### src/sha_pkg.sv
// Package with SHA-256 constants, types and round functions.
`default_nettype none
package sha_pkg;

  localparam int unsigned Rounds     = 64;
  localparam logic [7:0]  PadByte    = 8'h80;

  // Commands from the controller to the datapath.
  typedef struct packed {
    logic push;        // shift push_val into the block shift register
    logic sel_byte;    // 1: input byte, 0: pad byte value below
    logic [7:0] pad_val;
    logic count_byte;  // add one to the message length
    logic comp_start;  // load working variables from the hash
    logic comp_round;  // run one round
    logic comp_final;  // add working variables into the hash
    logic restart;     // back to initial hash, zero fill and length
  } sha_cmd_t;

  // Status from the datapath to the controller.
  typedef struct packed {
    logic [5:0] fill;
    logic [5:0] round;
    logic       round_last;
    logic [63:0] bits;
  } sha_stat_t;

  typedef logic [31:0] word_t;

  localparam word_t InitHash [8] = '{
    32'h6a09e667, 32'hbb67ae85, 32'h3c6ef372, 32'ha54ff53a,
    32'h510e527f, 32'h9b05688c, 32'h1f83d9ab, 32'h5be0cd19
  };

  localparam word_t RoundK [64] = '{
    32'h428a2f98,32'h71374491,32'hb5c0fbcf,32'he9b5dba5,32'h3956c25b,32'h59f111f1,
    32'h923f82a4,32'hab1c5ed5,32'hd807aa98,32'h12835b01,32'h243185be,32'h550c7dc3,
    32'h72be5d74,32'h80deb1fe,32'h9bdc06a7,32'hc19bf174,32'he49b69c1,32'hefbe4786,
    32'h0fc19dc6,32'h240ca1cc,32'h2de92c6f,32'h4a7484aa,32'h5cb0a9dc,32'h76f988da,
    32'h983e5152,32'ha831c66d,32'hb00327c8,32'hbf597fc7,32'hc6e00bf3,32'hd5a79147,
    32'h06ca6351,32'h14292967,32'h27b70a85,32'h2e1b2138,32'h4d2c6dfc,32'h53380d13,
    32'h650a7354,32'h766a0abb,32'h81c2c92e,32'h92722c85,32'ha2bfe8a1,32'ha81a664b,
    32'hc24b8b70,32'hc76c51a3,32'hd192e819,32'hd6990624,32'hf40e3585,32'h106aa070,
    32'h19a4c116,32'h1e376c08,32'h2748774c,32'h34b0bcb5,32'h391c0cb3,32'h4ed8aa4a,
    32'h5b9cca4f,32'h682e6ff3,32'h748f82ee,32'h78a5636f,32'h84c87814,32'h8cc70208,
    32'h90befffa,32'ha4506ceb,32'hbef9a3f7,32'hc67178f2
  };

  function automatic word_t rotr(word_t v, int unsigned r);
    return (v >> r) | (v << (32 - r));
  endfunction

  function automatic word_t bsig0(word_t v);
    return rotr(v, 2) ^ rotr(v, 13) ^ rotr(v, 22);
  endfunction

  function automatic word_t bsig1(word_t v);
    return rotr(v, 6) ^ rotr(v, 11) ^ rotr(v, 25);
  endfunction

  function automatic word_t ssig0(word_t v);
    return rotr(v, 7) ^ rotr(v, 18) ^ (v >> 3);
  endfunction

  function automatic word_t ssig1(word_t v);
    return rotr(v, 17) ^ rotr(v, 19) ^ (v >> 10);
  endfunction

endpackage
`default_nettype wire

### src/sha_if.sv
// Valid/ready channel interfaces for the byte input and the digest output.
`default_nettype none
interface sha_in_if;
  logic       valid;
  logic       ready;
  logic [7:0] data_byte;
  logic       byte_present;
  logic       end_of_message;
  modport source (output valid, data_byte, byte_present, end_of_message, input ready);
  modport sink (input valid, data_byte, byte_present, end_of_message, output ready);
endinterface

interface sha_out_if;
  logic        valid;
  logic        ready;
  logic [63:0] digest_word;
  logic [1:0]  word_index;
  logic        last_word;
  modport source (output valid, digest_word, word_index, last_word, input ready);
  modport sink (input valid, digest_word, word_index, last_word, output ready);
endinterface
`default_nettype wire

### src/sha_datapath.sv
// SHA-256 datapath: block shift register, schedule, round unit, hash and length.
`default_nettype none
module sha_datapath import sha_pkg::*; (
  input  wire logic      clk,
  input  wire logic      rst,
  input  wire sha_cmd_t  cmd,
  input  wire logic [7:0] in_byte,
  input  wire logic [1:0] out_sel,
  output sha_stat_t      stat,
  output logic [63:0]    out_word
);

  word_t       sched [16];
  word_t       wv [8];
  word_t       hash_words [8];
  logic [5:0]  fill_count;
  logic [60:0] byte_total;
  logic [5:0]  round;

  logic [7:0] push_val;
  word_t      wt, t1, t2, wnew;

  assign push_val = cmd.sel_byte ? in_byte : cmd.pad_val;

  // Schedule word for this round; the window shifts so sched[0] is W[t].
  always_comb begin
    wnew = ssig1(sched[14]) + sched[9] + ssig0(sched[1]) + sched[0];
    wt   = sched[0];
    t1   = wv[7] + bsig1(wv[4]) + ((wv[4] & wv[5]) ^ (~wv[4] & wv[6])) + RoundK[round] + wt;
    t2   = bsig0(wv[0]) + ((wv[0] & wv[1]) ^ (wv[0] & wv[2]) ^ (wv[1] & wv[2]));
  end

  // Fill count, message length and round counter.
  always_ff @(posedge clk) begin
    if (rst || cmd.restart) begin
      fill_count <= '0;
      byte_total <= '0;
    end else begin
      if (cmd.push) fill_count <= fill_count + 6'd1;
      if (cmd.count_byte) byte_total <= byte_total + 61'd1;
    end
    if (rst || cmd.comp_start) round <= '0;
    else if (cmd.comp_round) round <= round + 6'd1;
  end

  // Bytes shift into the schedule window, so after 64 bytes sched[0] holds the
  // first four bytes big-endian; during compression the window rolls.
  always_ff @(posedge clk) begin
    if (cmd.push) begin
      for (int i = 0; i < 15; i++) sched[i] <= {sched[i][23:0], sched[i+1][31:24]};
      sched[15] <= {sched[15][23:0], push_val};
    end else if (cmd.comp_round) begin
      for (int i = 0; i < 15; i++) sched[i] <= sched[i+1];
      sched[15] <= wnew;
    end
  end

  // Working variables.
  always_ff @(posedge clk) begin
    if (cmd.comp_start) begin
      for (int i = 0; i < 8; i++) wv[i] <= hash_words[i];
    end else if (cmd.comp_round) begin
      wv[7] <= wv[6]; wv[6] <= wv[5]; wv[5] <= wv[4]; wv[4] <= wv[3] + t1;
      wv[3] <= wv[2]; wv[2] <= wv[1]; wv[1] <= wv[0]; wv[0] <= t1 + t2;
    end
  end

  // Hash words.
  always_ff @(posedge clk) begin
    if (rst || cmd.restart) begin
      for (int i = 0; i < 8; i++) hash_words[i] <= InitHash[i];
    end else if (cmd.comp_final) begin
      for (int i = 0; i < 8; i++) hash_words[i] <= hash_words[i] + wv[i];
    end
  end

  assign out_word = {hash_words[{out_sel, 1'b0}], hash_words[{out_sel, 1'b1}]};

  assign stat.fill       = fill_count;
  assign stat.round      = round;
  assign stat.round_last = (round == 6'(Rounds - 1));
  assign stat.bits       = {byte_total, 3'b000};

endmodule
`default_nettype wire

### src/sha_ctrl.sv
// SHA-256 controller: input handshake, padding sequence, compression and output.
`default_nettype none
module sha_ctrl import sha_pkg::*; (
  input  wire logic      clk,
  input  wire logic      rst,
  sha_in_if.sink         in_ch,
  sha_out_if.source      out_ch,
  input  wire sha_stat_t stat,
  input  wire logic [63:0] dp_word,
  output sha_cmd_t       cmd,
  output logic [1:0]     out_sel
);

  typedef enum logic [6:0] {
    S_IDLE  = 7'b0000001,
    S_START = 7'b0000010,
    S_ROUND = 7'b0000100,
    S_FINAL = 7'b0001000,
    S_PAD   = 7'b0010000,
    S_LEN   = 7'b0100000,
    S_OUT   = 7'b1000000
  } state_t;

  state_t     state, state_next;
  logic       ending, ending_next;   // message end pending
  logic       padded, padded_next;   // 0x80 already pushed
  logic [2:0] len_idx, len_idx_next;
  logic [1:0] widx, widx_next;
  logic       out_pending;           // the block being compressed is the last one
  logic       fire;

  assign fire = in_ch.valid && in_ch.ready;
  assign in_ch.ready = (state == S_IDLE);
  assign out_ch.valid = (state == S_OUT);
  assign out_ch.digest_word = dp_word;
  assign out_ch.word_index = widx;
  assign out_ch.last_word = (widx == 2'd3);
  assign out_sel = widx;

  // Next state and datapath commands.
  always_comb begin
    cmd = '0;
    state_next = state;
    ending_next = ending;
    padded_next = padded;
    len_idx_next = len_idx;
    widx_next = widx;
    unique case (state)
      S_IDLE: begin
        if (fire) begin
          if (in_ch.byte_present) begin
            cmd.push = 1'b1;
            cmd.sel_byte = 1'b1;
            cmd.count_byte = 1'b1;
          end
          ending_next = in_ch.end_of_message;
          padded_next = 1'b0;
          len_idx_next = '0;
          if (in_ch.byte_present && stat.fill == 6'd63) state_next = S_START;
          else if (in_ch.end_of_message) state_next = S_PAD;
        end
      end
      S_START: begin
        cmd.comp_start = 1'b1;
        state_next = S_ROUND;
      end
      S_ROUND: begin
        cmd.comp_round = 1'b1;
        if (stat.round_last) state_next = S_FINAL;
      end
      S_FINAL: begin
        cmd.comp_final = 1'b1;
        if (out_pending) state_next = S_OUT;
        else if (ending) state_next = S_PAD;
        else state_next = S_IDLE;
      end
      S_PAD: begin
        cmd.push = 1'b1;
        cmd.pad_val = padded ? 8'h00 : PadByte;
        padded_next = 1'b1;
        if (stat.fill == 6'd55) state_next = S_LEN;
        else if (stat.fill == 6'd63) state_next = S_START;
      end
      S_LEN: begin
        cmd.push = 1'b1;
        cmd.pad_val = stat.bits[8*(7-len_idx) +: 8];
        len_idx_next = len_idx + 3'd1;
        if (len_idx == 3'd7) begin
          state_next = S_START;
          ending_next = 1'b0;
          widx_next = '0;
        end
      end
      S_OUT: begin
        if (out_ch.ready) begin
          widx_next = widx + 2'd1;
          if (widx == 2'd3) begin
            cmd.restart = 1'b1;
            state_next = S_IDLE;
          end
        end
      end
      default: state_next = S_IDLE;
    endcase
  end

  // State registers; the last length byte marks the final compression.
  always_ff @(posedge clk) begin
    if (rst) begin
      state <= S_IDLE;
      ending <= 1'b0;
      padded <= 1'b0;
      len_idx <= '0;
      widx <= '0;
      out_pending <= 1'b0;
    end else begin
      state <= state_next;
      ending <= ending_next;
      padded <= padded_next;
      len_idx <= len_idx_next;
      widx <= widx_next;
      if (state == S_LEN && len_idx == 3'd7) out_pending <= 1'b1;
      else if (state == S_OUT) out_pending <= 1'b0;
    end
  end

endmodule
`default_nettype wire

### src/sha256_byte_stream_hasher.sv
// SHA-256 byte stream hasher top level.
// Input: a byte is taken only while idle; no byte is taken while a full block is compressed.
// Compression: one round per cycle in the round state, between the start and final states.
// Message end: padding pushes one byte per cycle, one or two compressions, then four output words.
// Reset (rst, synchronous) restores the initial hash, zero fill and zero length.
`default_nettype none
module sha256_byte_stream_hasher import sha_pkg::*; (
  input wire logic  clk,
  input wire logic  rst,
  sha_in_if.sink    in_ch,
  sha_out_if.source out_ch
);

  sha_cmd_t    cmd;
  sha_stat_t   stat;
  logic [63:0] dp_word;
  logic [1:0]  out_sel;

  sha_ctrl u_ctrl (
    .clk(clk), .rst(rst), .in_ch(in_ch), .out_ch(out_ch),
    .stat(stat), .dp_word(dp_word), .cmd(cmd), .out_sel(out_sel)
  );

  sha_datapath u_dp (
    .clk(clk), .rst(rst), .cmd(cmd), .in_byte(in_ch.data_byte),
    .out_sel(out_sel), .stat(stat), .out_word(dp_word)
  );

`ifndef NO_ASSERTIONS
  // No input is taken while a digest is being delivered.
  a_no_in_during_out: assert property (@(posedge clk) disable iff (rst)
    out_ch.valid |-> !in_ch.ready) else $error("input taken during output");
  // The last word flag marks index three only.
  a_last_idx: assert property (@(posedge clk) disable iff (rst)
    out_ch.valid && out_ch.last_word |-> out_ch.word_index == 2'd3)
    else $error("last word at wrong index");
  // Restart after the last word leaves the block ready for input.
  a_restart: assert property (@(posedge clk) disable iff (rst)
    out_ch.valid && out_ch.ready && out_ch.last_word |=> in_ch.ready)
    else $error("no return to idle after digest");
`endif

endmodule
`default_nettype wire
### src/flat_wrapper.sv
// flat-port wrapper written by rule: the top's interface ports become plain ports
module sha256_byte_stream_hasher_flat import sha_pkg::*;
  (clk, rst, in_ch_valid, in_ch_data_byte, in_ch_byte_present, in_ch_end_of_message, in_ch_ready, out_ch_valid, out_ch_digest_word, out_ch_word_index, out_ch_last_word, out_ch_ready);
  sha_in_if in_ch_i ();
  sha_out_if out_ch_i ();
  input wire logic clk;
  input wire logic rst;
  input wire logic [$bits(in_ch_i.valid)-1:0] in_ch_valid;
  input wire logic [$bits(in_ch_i.data_byte)-1:0] in_ch_data_byte;
  input wire logic [$bits(in_ch_i.byte_present)-1:0] in_ch_byte_present;
  input wire logic [$bits(in_ch_i.end_of_message)-1:0] in_ch_end_of_message;
  output wire logic [$bits(in_ch_i.ready)-1:0] in_ch_ready;
  output wire logic [$bits(out_ch_i.valid)-1:0] out_ch_valid;
  output wire logic [$bits(out_ch_i.digest_word)-1:0] out_ch_digest_word;
  output wire logic [$bits(out_ch_i.word_index)-1:0] out_ch_word_index;
  output wire logic [$bits(out_ch_i.last_word)-1:0] out_ch_last_word;
  input wire logic [$bits(out_ch_i.ready)-1:0] out_ch_ready;
  assign in_ch_i.valid = in_ch_valid;
  assign in_ch_i.data_byte = in_ch_data_byte;
  assign in_ch_i.byte_present = in_ch_byte_present;
  assign in_ch_i.end_of_message = in_ch_end_of_message;
  assign in_ch_ready = in_ch_i.ready;
  assign out_ch_valid = out_ch_i.valid;
  assign out_ch_digest_word = out_ch_i.digest_word;
  assign out_ch_word_index = out_ch_i.word_index;
  assign out_ch_last_word = out_ch_i.last_word;
  assign out_ch_i.ready = out_ch_ready;
  sha256_byte_stream_hasher u_core (.clk(clk), .rst(rst), .in_ch(in_ch_i), .out_ch(out_ch_i));
endmodule
### config.mk
export PLATFORM = sky130hd
export DESIGN_NAME = sha256_byte_stream_hasher_flat
export DESIGN_NICKNAME = d
export VERILOG_FILES = /design/src/sha_pkg.sv /design/src/sha_if.sv /design/src/sha_datapath.sv /design/src/sha_ctrl.sv /design/src/sha256_byte_stream_hasher.sv /design/src/flat_wrapper.sv
export SDC_FILE = /design/constraint.sdc
export NUM_CORES = 2
export LEC_CHECK = 0
export ABC_AREA = 1
export BUFFER_PORTS_ARGS = -buffer_cell sky130_fd_sc_hd__buf_2
export CAP_MARGIN = 25
export CORE_AREA = 2 2 375 377
export CTS_CLUSTER_DIAMETER = 80
export DETAILED_ROUTE_END_ITERATION = 8
export DIE_AREA = 0 0 377 379
export HOLD_SLACK_MARGIN = 0.06
export PLACE_DENSITY = 0.76
export REMOVE_ABC_BUFFERS = 1
export SYNTH_ARGS = -nofsm -noshare
export SYNTH_HDL_FRONTEND = slang
export SYNTH_SLANG_ARGS = --single-unit
### constraint.sdc
create_clock -name clk -period 14 [get_ports clk]
set_input_delay 1.4 -clock clk [delete_from_list [all_inputs] [get_ports clk]]
set_output_delay 1.4 -clock clk [all_outputs]
set_load 0.01 [all_outputs]
; Yosys cells after proc, flatten, opt, wreduce, memory -nomap -nowiden
; Memories as Yosys holds them, arrays and structs flattened. A register that Yosys moved wholly into a read port is not among the register bits.
; Cells that the tools add are included.
[word_totals]
ff_bits = 88
latchBits = 0
mem_bits_rw = 1024
rom_bits = 2048
output_inout_bits = 69
wordCells = 225
n_memories = 4
[classes]
n_addsub = 24
n_mul = 0
div = 0
magnitude_cmp = 1
eq_ne = 19
n_shift = 1
muxes = 92
bitwise_logic = 60
n_reduce_logical = 15
[mem_list]
columns = memory, words, width, read_ports, rd_clocked_by_memory_dff, wr, line
row1 = (no name shown), 64, 32, 1, 0, 0, sha_datapath.sv:29  ; t1 = wv[7] + bsig1(wv[4]) + ((wv[4] & wv[5]) ^ (~wv[4] & wv[6])) + RoundK[round] + wt;
row2 = u_core.u_dp.sched, 16, 32, 16, 0, 16, sha_datapath.sv:13  ; word_t sched [16];
row3 = u_core.u_dp.hash_words, 8, 32, 10, 2, 8, sha_datapath.sv:15  ; word_t hash_words [8];
row4 = u_core.u_dp.wv, 8, 32, 8, 0, 8, sha_datapath.sv:14  ; word_t wv [8];
[ops]
columns = operator, count
row1 = two-way mux 32 bit, 34
row2 = adder 32 bit, 18
row3 = XOR 32 bit, 9
row4 = AND 32 bit, 5
row5 = two-way mux 7 bit, 10
row6 = indexed part select 64 x 33 -> 8 bit, 1
row7 = adder 61 x 1 -> 61 bit (second input constant), 1
row8 = one-hot mux 7 bit (7 select lines), 1
row9 = NOT 32 bit, 1
row10 = OR 1 bit, 32
row11 = OR 10 x 32 -> 32 bit, 1
row12 = OR 13 x 32 -> 32 bit, 1
row13 = OR 14 x 32 -> 32 bit, 1
row14 = OR 15 x 32 -> 32 bit, 1
row15 = OR 19 x 32 -> 32 bit, 1
row16 = OR 21 x 32 -> 32 bit, 1
row17 = OR 25 x 32 -> 32 bit, 1
row18 = OR 26 x 32 -> 32 bit, 1
row19 = OR 30 x 32 -> 32 bit, 1
row20 = OR 7 x 32 -> 32 bit, 1
row21 = XOR 32 x 22 -> 32 bit, 1
row22 = XOR 32 x 29 -> 32 bit, 1
row23 = two-way mux 1 bit, 29
row24 = equality test 6 bit (second input constant), 3
row25 = other kinds (34), 56

; Depth between registers and ports, before layout
; An unclocked memory read counts as a cell.
[logic_depth]
depth_word = 10
depth_mapped = 43

; By module
; A second synthesis with hierarchy kept.
[unflattened]
hier_cells = 9889
area_unflattened_um2 = 81399.3
[modules_own_cells]
columns = module, n_inst, cells_each, area_per_inst_um2, seq_area_each_um2
row1 = sha_datapath, 1, 9541, 79301.1, 32210.9
row2 = sha_ctrl, 1, 348, 2098.3, 300.3

; Worst setup path after synthesis
; Ideal clock, no wire load.
[synth_timing]
path_type = input to register
startpoint = input port in_ch_valid
endpoint = memory u_core.u_dp.sched[0][0] (netlist name) (enable)
setup_time_ns = 3.664
t_arrival_ns = 10.343
required_ns = 10.336
setup_slack_ns = -0.007
path_stages = 8
n_path_buf = 2
cell_sequence = nand2_2 -> inv_2 -> nand2_4 -> nand2_1 -> inv_2 -> buf_2 -> buf_2 -> nand2_1
[synth_lines]
columns = element, line
row1 = start: declaration, flat_wrapper.sv:8  ; input wire logic [$bits(in_ch_i.valid)-1:0] in_ch_valid;
row2 = end: declaration, sha_datapath.sv:13

==> impl_results.md <==
- Slew HR: between 10% and 20%
- Status: complete, but fails checks
- Detailed Place HPWL: roughly 260000 µm
- TritonCTS clock tree: yes
- Ys Warns: 0
- Tcrit/Tclk final: about 64%
- CP max stage cell: dfxtp_1
- Async S/R FF share, synth: 0%
- TritonCTS Buffers: between 100 and 150
- Fin Clk Skew: around 49 ps
- Final slew viol count: 0
- Via Count: between 70000 and 80000
- Clock latency at the later pin of the worst-skew pair: roughly 820 ps
- Max Clock Freq: ~110 MHz
- Sequential share of power: 26.6%
- Mux contribution to synthesized area: 0%
- Worst Setup End Kind: flip-flop
- Setup CP Type: flip-flop to flip-flop
- Drt via density: 6.39
- Layout Nets: 10800
- Final antenna-violating net count: 0
- # resized after CTS: 0
- Area Growth Syn to Fin: 7.65%
- Worst-path clk slew: ~70 ps
- Switching Fraction: roughly 48%
- Root Buffer Master: clkbuf_16
- CP peak stage delay: approximately 630 ps
- Most numerous cell in the Yosys netlist: nand2_1
- Hold Path End: u_core.u_ctrl.out_pending
- DRC viols: 1
- Initial Utilization: between 50% and 60%
- Initial antenna violation count: 11
- Failing checks: design-rule violations
- HP Class: flip-flop to flip-flop
- Static Leak: 37.7 nW
- Largest net degree at the start of global routing: slightly above 200
- Core area: 139000 µm²
- Die H: 379 µm
- Worst path most repeated cell: nand2_1
- CP max FO: 13
- Min-delay src: u_core.u_ctrl.out_pending
- Primary FF master, synth: edfxtp_1
- CTS H-tree lvls: 4
- Post-DR wirelength/cell: ~27 µm
- Leading area contributor after synthesis: edfxtp_1
- RR Startpoint: u_core.u_dp.round[0]
- GR Util All Layers: 45.6%
- CP Data Required Time: approximately 15000 ps
- Total global routing overflow: 0
- Hold Path Depth: 2
- Share of layout cells above drive strength 1: 4.37%
- Fin util: 63.0%
- Int Pwr: between 0.009 and 0.01 W
- Die X: ~380 µm
- Vias in the first global route: 73000
- Top-area cell type share of the netlist area: between 30% and 40%
- Finish-stage setup viols: 0
- Initial DRC count: 11700
- Netlist Area Pre-Place: between 80000 and 90000 µm²
- RSZ-0062 raised after global routing: no
- Register area share after synthesis: about two fifths
- Post-CTS setup repair buffer count: 0
- Top Ports: between 80 and 90
- VDD IR max: 0.326 mV
- Avg Cell Area, Syn: just under 8 µm²
- Final min period: around 9000 ps
- CTS Sinks: 1114
- Clk pwr share: a little under a fifth
- CP startpoint: u_core.u_dp.round[0]
- CP arrival: 9590 ps
- XOR/XNOR share of the synthesized area: 4.03%
- First-pass GRT wire length: around 480000 µm
- DR pass1 iterations: 9
- Row count: approximately 140
- Die area: roughly 140000 µm²
- Post-synthesis compound-gate area fraction: roughly 16%
- Power share of the combinational group: between 50% and 60%
- Post-synthesis simple-gate area fraction: 21.3%
- Startpoint types: flip-flop
- Synth top cells by count: nand2_1, inv_1, o21ai_0
- CTS Hold Bufs: 0
- Adder-cell share of the synthesized area: approximately 11%
- Distinct cells, synth: between 60 and 70
- Flop-to-flop setup slack: around 5000 ps
- Gate count of the mapped netlist: 10300
- Max-Cap Viols: 0
- # port buffers: just over 80
- Reg2reg end: u_core.u_dp.wv[0][23]
- Switching pwr: a little over 0.009 W
- Top cells by area, synth: edfxtp_1, nand2_1, o21ai_0
- Yosys reg bits: between 1000 and 1500
- Pwr Density: around 220 nW/µm²
- Clk buf depth: 3
- DRT Wirelength: about 330000 µm
- Worst-Margin Slew: 1240 ps
- Final hold violation count: 0
- Post-synth EDFFs: slightly above 1000
- FILL cells: between 10000 and 15000
- Register-to-Register Path Depth: 36
- Gp weighted congestion: roughly 1.1
- Largest family of logic cells by synthesized area: simple AND/OR/NAND/NOR gates
- Setup TNS: 0 ps
[area by class of cell]
type / instances / area [µm²] / share of cell area (%)
multi-input cells: 7530 / 42100 / 48.2
flip-flops and latches: 1114 / 32600 / 37.2
inverters: 1297 / 4880 / 5.59
clock buffers: 168 / 3510 / 4.02
well taps: 1807 / 2260 / 2.59
repair buffers: 155 / 1050 / 1.20
clock inverters: 78 / 1010 / 1.15
diodes: 9 / 22.5 / 0.0258
[worst max path at each step]
stage                         endpoint  slack (ps)  depth (start not counted)
3_3_place_gp     u_core.u_dp.wv[0][18]        5320                         35
6_report         u_core.u_dp.wv[0][23]        4980                         36
3_5_place_dp     u_core.u_dp.wv[0][23]        5210                         36
5_1_grt          u_core.u_dp.wv[0][23]        4550                         36
2_1_floorplan  u_core.u_dp.sched[0][0]      -26480                          3
4_1_cts          u_core.u_dp.wv[0][23]        5230                         36
[power by group through the flow]
| stage | logic [W] | registers (W) | clock network (W) |
|---|---|---|---|
| after global routing | 0.0112 | 0.00505 | 0.00372 |
| final | 0.0103 | 0.00503 | 0.00362 |
| after floorplan | 0.00668 | 0.00504 | 0 |
| after detailed placement | 0.00982 | 0.00505 | 0 |
| after global placement | 0.00973 | 0.00504 | 0 |
| after CTS | 0.00995 | 0.00500 | 0.00361 |
[worst max-delay path: cells and delay by family (launching register included)]
kind / cells / cell delay (ps)
AND/OR/NAND/NOR: 16 / 2120
flip-flops: 1 / 630
adder cells (fa/ha/maj): 8 / 3590
XOR/XNOR: 1 / 390
AO/OA/AOI/OAI: 5 / 1250
buffers and inverters: 6 / 830
[flip-flops by register name, indices dropped and copies added, names as in the netlist, 2 cells and up, named ones only]
register / flops
u_core.u_dp.wv: 256
u_core.u_ctrl.out_ch.word_index: 2
u_core.u_dp.byte_total: 61
u_core.u_ctrl.state: 7
u_core.u_ctrl.len_idx: 3
u_core.u_dp.sched: 512
u_core.u_dp.hash_words: 256
u_core.u_dp.fill_count: 6
u_core.u_dp.round: 6
[cell usage in the layout, fill, tap and decap left out, types with 21 or more instances in the layout]
master / n
o21ai_0: 1079
xor2_1: 211
nor3_1: 96
o21a_1: 76
o211ai_1: 26
inv_1: 1284
clkbuf_1: 31
edfxtp_1: 1024
ha_1: 398
nand3_1: 412
or2_2: 49
nor2_1: 830
nand3b_1: 23
nand2_1: 2649
buf_2: 84
xnor2_1: 163
clkbuf_16: 134
o21ai_1: 55
nor4_1: 21
o21bai_1: 37
o22ai_1: 71
fa_1: 195
a31oi_1: 50
a21boi_0: 25
clkinv_1: 26
a21oi_1: 749
buf_4: 56
nand4_1: 115
dfxtp_1: 87
a21o_1: 56
[per-layer routing]
layer  track usage, %  wire length (µm)
met1             57.6            119000
met2             66.9            138000
met3             12.0             43500
met4             34.9             30500
met5                0               115
[per-stage QoR]
| step | setup slack [ps] | std cells | total power [W] | hold WS, ps | cell area, µm² |
|---|---|---|---|---|---|
| 4_1_cts | 5230 | 12100 | 0.0186 | 468 | 87300 |
| 3_3_place_gp | 5320 | 11900 | 0.0148 | 432 | 82700 |
| 5_1_grt | 4550 | 12100 | 0.0200 | 479 | 87400 |
| 6_report | 4980 | 12200 | 0.0189 | 473 | 87400 |
| 3_5_place_dp | 5210 | 11900 | 0.0149 | 460 | 82700 |
| 2_1_floorplan | -26480 | 9941 | 0.0117 | 425 | 79500 |
[kinds of logic after synthesis]
group                      count (synthesis)
and+or+nand+nor                         4250
AOI/OAI and AO/OA                       2312
buffers and inverters                   1680
DFF                                     1114
adders and majority gates                594
xor gates and xnor gates                 374
Power figures use the tool's default switching activity.
